File: config.mk
export PLATFORM = sky130hd
export DESIGN_NAME = qpsg_phase
export DESIGN_NICKNAME = d
export VERILOG_FILES = /design/src/sv/qpsg_pkg.sv /design/src/sv/qpsg_phase.sv
export SDC_FILE = /design/constraint.sdc
export NUM_CORES = 2
export LEC_CHECK = 0
export BUFFER_PORTS_ARGS = -buffer_cell sky130_fd_sc_hd__buf_2
export CAP_MARGIN = 20
export CORE_UTILIZATION = 67
export DETAILED_ROUTE_END_ITERATION = 7
export PLACE_DENSITY = 0.82
export SYNTH_ARGS = -nofsm -noshare
export SYNTH_HDL_FRONTEND = slang
export SYNTH_SLANG_ARGS = --single-unit
File: constraint.sdc
create_clock -name clk -period 11 [get_ports clk]
set_input_delay 2.2 -clock clk [delete_from_list [all_inputs] [get_ports clk]]
set_output_delay 2.2 -clock clk [all_outputs]
set_load 0.01 [all_outputs]
File: src/sv/qpsg_pkg.sv
// Shared constants, types and the arctangent table of the quadratic-phase sequence generator.
package qpsg_pkg;

    localparam int MAX_LENGTH    = 4096;
    localparam int LEN_W         = 13;
    localparam int IDX_W         = 12;
    localparam int COEF_W        = 12;
    localparam int TURN_W        = 24;
    localparam int AMP_W         = 15;
    localparam int OUT_W         = 16;
    localparam int CFG_W         = 24;
    localparam int ADDR_W        = 3;
    localparam int PROD_W        = 2 * (IDX_W + 1);
    localparam int TRI_W         = 24;
    localparam int LIN_W         = IDX_W + COEF_W;
    localparam int QUAD_W        = TRI_W + COEF_W;
    localparam int SUM_W         = QUAD_W + 1;
    localparam int MOD_STEPS     = SUM_W;
    localparam int SHIFT_W       = SUM_W + LEN_W;
    localparam int ATAN_ENTRIES  = 24;
    localparam int CORDIC_STAGES = 16;
    localparam int NUM_ROT       = (CORDIC_STAGES < ATAN_ENTRIES) ? CORDIC_STAGES : ATAN_ENTRIES;
    localparam int DP_W          = 34;
    localparam int ANGLE_W       = 32;
    localparam logic [31:0] GAIN_Q32 = 32'h9B74EDA8;

    typedef enum logic [ADDR_W-1:0] {
        REG_SEQ_LENGTH    = 3'd0,
        REG_LINEAR_COEF   = 3'd1,
        REG_QUAD_COEF     = 3'd2,
        REG_TURN_PER_UNIT = 3'd3,
        REG_AMPLITUDE     = 3'd4
    } cfg_reg_t;

    typedef struct packed {
        logic             valid;
        logic [IDX_W-1:0] idx;
        logic [IDX_W-1:0] phase;
    } phase_item_t;

    // Arctangent of 2^-k in units of 2^-32 turn.
    function automatic logic [ANGLE_W-1:0] atan_turn(input int unsigned k);
        logic [ANGLE_W-1:0] a;
        case (k)
            0:  a = 32'h20000000;
            1:  a = 32'h12E4051E;
            2:  a = 32'h09FB385B;
            3:  a = 32'h051111D4;
            4:  a = 32'h028B0D43;
            5:  a = 32'h0145D7E1;
            6:  a = 32'h00A2F61E;
            7:  a = 32'h00517C55;
            8:  a = 32'h0028BE53;
            9:  a = 32'h00145F2F;
            10: a = 32'h000A2F98;
            11: a = 32'h000517CC;
            12: a = 32'h00028BE6;
            13: a = 32'h000145F3;
            14: a = 32'h0000A2FA;
            15: a = 32'h0000517D;
            16: a = 32'h000028BE;
            17: a = 32'h0000145F;
            18: a = 32'h00000A30;
            19: a = 32'h00000518;
            20: a = 32'h0000028C;
            21: a = 32'h00000146;
            22: a = 32'h000000A3;
            23: a = 32'h00000051;
            default: a = '0;
        endcase
        return a;
    endfunction

endpackage

File: src/sv/qpsg_phase.sv
// Phase pipeline: polynomial products, then a restoring modulo, one quotient bit per stage.
module qpsg_phase (
    input  logic                        clk,
    input  logic                        rst_n,
    input  logic                        en,
    input  logic                        in_valid,
    input  logic [qpsg_pkg::IDX_W-1:0]  in_index,
    input  logic [qpsg_pkg::LEN_W-1:0]  len_eff,
    input  logic [qpsg_pkg::COEF_W-1:0] lin_coef,
    input  logic [qpsg_pkg::COEF_W-1:0] quad_coef,
    output qpsg_pkg::phase_item_t       out_item
);
    import qpsg_pkg::*;

    logic              s1_valid_reg;
    logic [IDX_W-1:0]  s1_idx_reg;
    logic [PROD_W-1:0] s1_prod_reg;
    logic [LIN_W-1:0]  s1_lin_reg;
    logic              s2_valid_reg;
    logic [IDX_W-1:0]  s2_idx_reg;
    logic [QUAD_W-1:0] s2_quad_reg;
    logic [LIN_W-1:0]  s2_lin_reg;
    logic [IDX_W:0]    ip1;
    logic [IDX_W:0]    ip2;
    logic [TRI_W-1:0]  tri_num;

    logic              m_valid_reg [0:MOD_STEPS];
    logic [IDX_W-1:0]  m_idx_reg   [0:MOD_STEPS];
    logic [SUM_W-1:0]  m_rem_reg   [0:MOD_STEPS];

    assign ip1     = {1'b0, in_index} + (IDX_W+1)'(1);
    assign ip2     = {1'b0, in_index} + (IDX_W+1)'(2);
    assign tri_num = s1_prod_reg[TRI_W:1];

    always_ff @(posedge clk or negedge rst_n)
    begin
        if (!rst_n)
        begin
            s1_valid_reg   <= 1'b0;
            s2_valid_reg   <= 1'b0;
            m_valid_reg[0] <= 1'b0;
        end
        else if (en)
        begin
            s1_valid_reg   <= in_valid;
            s2_valid_reg   <= s1_valid_reg;
            m_valid_reg[0] <= s2_valid_reg;
        end
    end

    always_ff @(posedge clk)
    begin
        if (en)
        begin
            s1_idx_reg   <= in_index;
            s1_prod_reg  <= ip1 * ip2;
            s1_lin_reg   <= in_index * lin_coef;
            s2_idx_reg   <= s1_idx_reg;
            s2_quad_reg  <= tri_num * quad_coef;
            s2_lin_reg   <= s1_lin_reg;
            m_idx_reg[0] <= s2_idx_reg;
            m_rem_reg[0] <= SUM_W'(s2_lin_reg) + SUM_W'(s2_quad_reg);
        end
    end

    genvar j;
    generate
        for (j = 0; j < MOD_STEPS; j++)
        begin : g_mod
            localparam int POS = MOD_STEPS - 1 - j;
            logic [SHIFT_W-1:0] n_sh;
            logic [SHIFT_W-1:0] r_ext;
            logic               ge;

            assign n_sh  = SHIFT_W'(len_eff) << POS;
            assign r_ext = SHIFT_W'(m_rem_reg[j]);
            assign ge    = (r_ext >= n_sh);

            always_ff @(posedge clk or negedge rst_n)
            begin
                if (!rst_n)
                begin
                    m_valid_reg[j+1] <= 1'b0;
                end
                else if (en)
                begin
                    m_valid_reg[j+1] <= m_valid_reg[j];
                end
            end

            always_ff @(posedge clk)
            begin
                if (en)
                begin
                    m_idx_reg[j+1] <= m_idx_reg[j];
                    m_rem_reg[j+1] <= ge ? (m_rem_reg[j] - n_sh[SUM_W-1:0]) : m_rem_reg[j];
                end
            end
        end
    endgenerate

    // A zero length applies no modulus and yields phase zero.
    assign out_item.valid = m_valid_reg[MOD_STEPS];
    assign out_item.idx   = m_idx_reg[MOD_STEPS];
    assign out_item.phase = (len_eff == '0) ? '0 : m_rem_reg[MOD_STEPS][IDX_W-1:0];

endmodule

* Yosys cells after proc, flatten, opt, wreduce, memory -nomap -nowiden *
Memory sizes are Yosys's and may differ from the RTL's.
Index checks and enable logic that the tools add are counted.

storage, ports and cells
  bits in registers = 173
  bits in writable memories = 1862
  input port bits = 53
  output and inout port bits = 25
  logic and storage cells = 169
  memories kept = 2

cells by class
  add/subtract/negate cells = 40
  $mul = 3
  order comparisons = 37
  muxes and demuxes = 40
  reductions and logical operators = 1

memory list
  memory     depth  bits a word  rd ports  clocked after Yosys merged registers in  wr ports  line              RTL
  m_rem_reg  38     37           38        0                                        38        qpsg_phase.sv:29  logic [SUM_W-1:0] m_rem_reg [0:MOD_STEPS];
  m_idx_reg  38     12           38        0                                        38        qpsg_phase.sv:28  logic [IDX_W-1:0] m_idx_reg [0:MOD_STEPS];

operators with widths
  cell                            number
  two-way mux 37 bit              37
  subtractor 37 bit               13
  >= comparator 37 x 49 -> 1 bit  1
  >= comparator 37 x 48 -> 1 bit  1
  >= comparator 37 x 47 -> 1 bit  1
  >= comparator 37 x 46 -> 1 bit  1
  >= comparator 37 x 45 -> 1 bit  1
  >= comparator 37 x 44 -> 1 bit  1
  >= comparator 37 x 43 -> 1 bit  1
  >= comparator 37 x 42 -> 1 bit  1
  >= comparator 37 x 41 -> 1 bit  1
  >= comparator 37 x 40 -> 1 bit  1
  >= comparator 37 x 39 -> 1 bit  1
  >= comparator 37 x 38 -> 1 bit  1
  adder 24 x 36 -> 37 bit         1
  >= comparator 37 x 13 -> 1 bit  1
  >= comparator 37 x 14 -> 1 bit  1
  >= comparator 37 x 15 -> 1 bit  1
  >= comparator 37 x 16 -> 1 bit  1
  >= comparator 37 x 17 -> 1 bit  1
  >= comparator 37 x 18 -> 1 bit  1
  >= comparator 37 x 19 -> 1 bit  1
  >= comparator 37 x 20 -> 1 bit  1
  >= comparator 37 x 21 -> 1 bit  1
  48 further kinds                49

* Longest topological paths before layout *
An unclocked memory read counts as a cell.

  word-level depth = 3
  gate-level depth with buffers = 28
  mapped depth without buffers = 28

* Worst setup path before layout *
OpenSTA, ideal clock, no wires.

  path type = input to register
  start = in in_index[4] (netlist bit)
  end = reg s1_prod_reg[24] (data pin)
  library setup time = 0.260 ns
  arrival time = 8.752 ns
  data required time = 10.740 ns
  setup slack = 1.988 ns
  cell stages on the path = 28
  path buffers = 1
  cells stage by stage = clkbuf_1 nand3_1 nor2_1 nand3_1 nor2_1 xnor2_1 a21oi_1 nand2_1 inv_1 fa_1 inv_1 fa_1 inv_1 fa_1 fa_1 inv_1 fa_1 inv_1 ha_1 a21o_1 a21o_1 a21oi_1 nor4b_1 o31a_1 a21oi_1 o21a_1 nor2_1 xnor2_1

on the way
  word-level cells in the longest chain between the ends = 2
  elaborated cells on any way between the ends = 3
  classes of those cells = add/sub: 2; mul: 1

ends and longest elaborated chain
  element                                                           line                                RTL
  from (decl)                                                       qpsg_phase.sv:7                     input logic [qpsg_pkg::IDX_W-1:0] in_index,
  adder 12 x 1 -> 13 bit or adder 12 x 2 -> 13 bit (tied branches)  qpsg_phase.sv:31, qpsg_phase.sv:32
  multiplier 13 x 13 -> 25 bit *                                    qpsg_phase.sv:56                    s1_prod_reg <= ip1 * ip2;
  to (signal assigned)                                              qpsg_phase.sv:56
  to (decl)                                                         qpsg_phase.sv:17                    logic [PROD_W-1:0] s1_prod_reg;

Every way passes the cells marked *; elsewhere a longest branch is shown, timed or not.
A chain may end at the register's enable or synchronous reset.

* Final worst setup path *
  start = in in_index[2] (netlist bit)
  end = reg s1_prod_reg[24] (data pin)

Same word-level chain as after synthesis.

==> key figures <==
Run status
  – Status: finished, final reports clean

Final layout
  – Commonest non-fill, non-tap cell in the layout: edfxtp_1
  – Most frequent cells in the layout: edfxtp_1 (1969), nand2_1 (789), inv_1 (713)
  – P&R area growth vs syn: 8.97%
  – Nets@finish: between 10000 and 15000
  – Fin area: roughly 0.12 mm^2
  – Largest register FFs: about 1400
  – Share of cells above drive strength 1: 7.85%
  – Post-layout util: between 70% and 80%
  – Reg area: approximately 0.06 mm^2
  – FILL cells: between 10000 and 15000
  – Area of the multi-input gates: approximately 0.046 mm^2

Logic synthesis
  – Main combinational cell family by area after synthesis: adder cells
  – Mux contribution to synthesized area: 2.02%
  – Synth Cell Area: 0.110 mm^2
  – Top cell type's share of synthesized area: between 50% and 60%
  – Async set-or-reset flop fraction in the synthesized netlist: 1.99%
  – Post-synth EDFFs: 1969
  – Sequential share of the synthesized area: between 50% and 60%
  – Simple-Gate Fraction of Synth Area: between 10% and 20%
  – Main area contributors after synthesis: edfxtp_1 (54%), fa_1 (8.7%), ha_1 (7.2%), nand2_1 (2.7%), xnor2_1 (2.7%)
  – Syn avg cell area: between 10 and 15 um^2
  – Top_reg_cell synth: edfxtp_1
  – Unique masters post-synth: 91
  – #FFs+latches synth: approximately 2000
  – Compound-gate portion of the synthesized area: 7.17%
  – Xor and xnor fraction of the mapped netlist area: under 10%
  – Post-Synthesis Cells: roughly 8700
  – Post-synthesis cell type with the largest combined area: edfxtp_1
  – Adder-cell area share of the yosys netlist: around 16%
  – Net count after synthesis: ~9800
  – YS warnings: 0

Critical path
  – Crit end category: flip-flop
  – Peak per-stage delay on the critical path: between 0.5 and 0.6 ns
  – Crit Path Class: primary input to flip-flop
  – Buffers plus inverters on the worst setup path: 5
  – Most frequent CP cell: fa_1
  – Arrival time at the worst endpoint: 9.65 ns
  – Critical Path RT: about 12 ns
  – Critical Path Fanout Max: 20
  – Slowest-stage cell, CP: xnor2_1
  – Startpoint Class: primary input
  – Critical path's top delay family: adder cells

Floorplanning
  – I/O pins: 78
  – Core box area: about 0.16 mm^2
  – Initial Util: about two thirds
  – Cell row count: 148
  – Die span in x: approximately 410 um
  – Die ar.: 0.165 mm^2
  – Die height: approximately 410 um

STA
  – Fmax: ~0.11 GHz
  – Setup violations, final: 0
  – RSZ-0062 raised after global routing: no
  – Final slew viol count: 0
  – Final Cycle Share: roughly 82%
  – Slew HR: about a quarter
  – Endpoints failing hold: 0
  – Worst-margin pin slew: between 1 and 1.5 ns
  – Final min period: between 9 and 10 ns
  – Total Neg Setup Slack: 0 ns
  – Clock skew: approximately 0.054 ns

CTS
  – TritonCTS Buffers: 198
  – Clock transition at path regs: 0.06 ns
  – Post-CTS sizing: 0
  – Clock Tree Root: clkbuf_16
  – Clock buffer depth: 3
  – CTS tree: built
  – Sinks on the clock net: 2009
  – Worst-Skew Late Latency: roughly 0.85 ns
  – Post-CTS setup buffers: 0
  – H-tree depth: 4
  – CTS Hold Bufs: 0

Placement
  – PortBufs: 77
  – Routability-driven placement congestion ratio: approximately 0.94
  – Hpwl dp: 166 mm
  – Placed instance area: 0.113 mm^2

Detailed routing
  – Residual DRC: 0
  – 1st-pass router iterations: 6
  – Vias: around 69000
  – DRT Wirelength: between 200 and 250 mm
  – Vias per cell: 6.13
  – Remaining antenna violation count: 0
  – Drt wl/cell: between 20 and 25 um
  – Initial drt markers: around 5800

GRT
  – Largest net degree at the start of global routing: between 200 and 250
  – Total congestion overflow: 0
  – Vias in the first global route: 69907
  – First-pass GRT wire length: roughly 370 mm
  – Antenna violations before repair: 14
  – GRT Overall Usage: between 20 and 30%

Flow run
  – Max cap viols: 0

Min path
  – Type of the tightest min-delay check: flip-flop to flip-flop
==> synth_stat cells, types with 48 or more instances <==
library cell  number
xnor2_1          335
ha_1             635
nand2_1          789
and2_1           174
nor4_1           195
or3_1             63
a21oi_1          354
o31ai_1           59
or4_1             57
nor2b_1          109
nand4_1           98
inv_1            725
nand3_1          105
o21ai_0          365
fa_1             476
mux2i_1           48
o21a_1            65
xor2_1           298
a21o_1           136
mux2_2           154
edfxtp_1        1969
nor3_1           186
a21boi_0          59
clkbuf_1         156
nor2_1           473
nand2b_1         105
==> worst paths after layout <==
kind                                   from                to  cells after the start  slack, ns
setup / recovery                in_index[2]   s1_prod_reg[24]                     26       1.95
hold / removal             m_idx_reg[25][1]  m_idx_reg[26][1]                      0       0.38
min in group asynchronous             rst_n    m_valid_reg[6]                      1       1.46
hold reg to reg            m_idx_reg[25][1]  m_idx_reg[26][1]                      0       0.38
setup reg to reg             s1_prod_reg[2]   s2_quad_reg[29]                     19       4.55
max in group asynchronous             rst_n      s2_valid_reg                      1       9.01
==> per-layer routing <==
metal	share of wire [%]	global-route usage (%)	wire length [um]
met1	39	36.8	93600
met2	51	51.0	121000
met3	6.2	4.43	14700
met4	3.8	11.2	9130
met5	0.043	0	103
==> per-stage QoR <==
| step | hold slack, ns | worst slack [ns] | instances |
|---|---|---|---|
| floorplan | 0.400 | 1.99 | 8685 |
| global placement | 0.400 | 1.33 | 10830 |
| detailed placement | 0.405 | 1.15 | 10832 |
| CTS | 0.389 | 2.07 | 11201 |
| global route | 0.407 | 1.55 | 11209 |
| finish | 0.383 | 1.95 | 11212 |
==> layout make-up <==
cell class	instances	share of cell area (%)
Clock inverter	153	1.34
Clock buffer	216	4.22
Inverter	726	2.28
Timing Repair Buffer	158	0.946
Sequential cell	2009	50.3
Tap cell	2175	2.28
Antenna cell	4	0.00838
Multi-Input combinational cell	5771	38.6
==> cell families (layout without fill, tap and decap cells) <==
kind of cell | count (synthesis) | after routing
AND/OR/NAND/NOR | 2559 | 2559
flip-flops | 2009 | 2009
AO/OA/AOI/OAI | 1266 | 1266
adder cells (fa/ha/maj) | 1111 | 1111
buffers and inverters | 905 | 1253
XOR/XNOR | 633 | 633
multiplexers | 202 | 202
other | 0 | 4
Power is left out: the tool's default activity adds up to more than one toggle a clock period on the data nets, which glitch-free logic cannot reach.
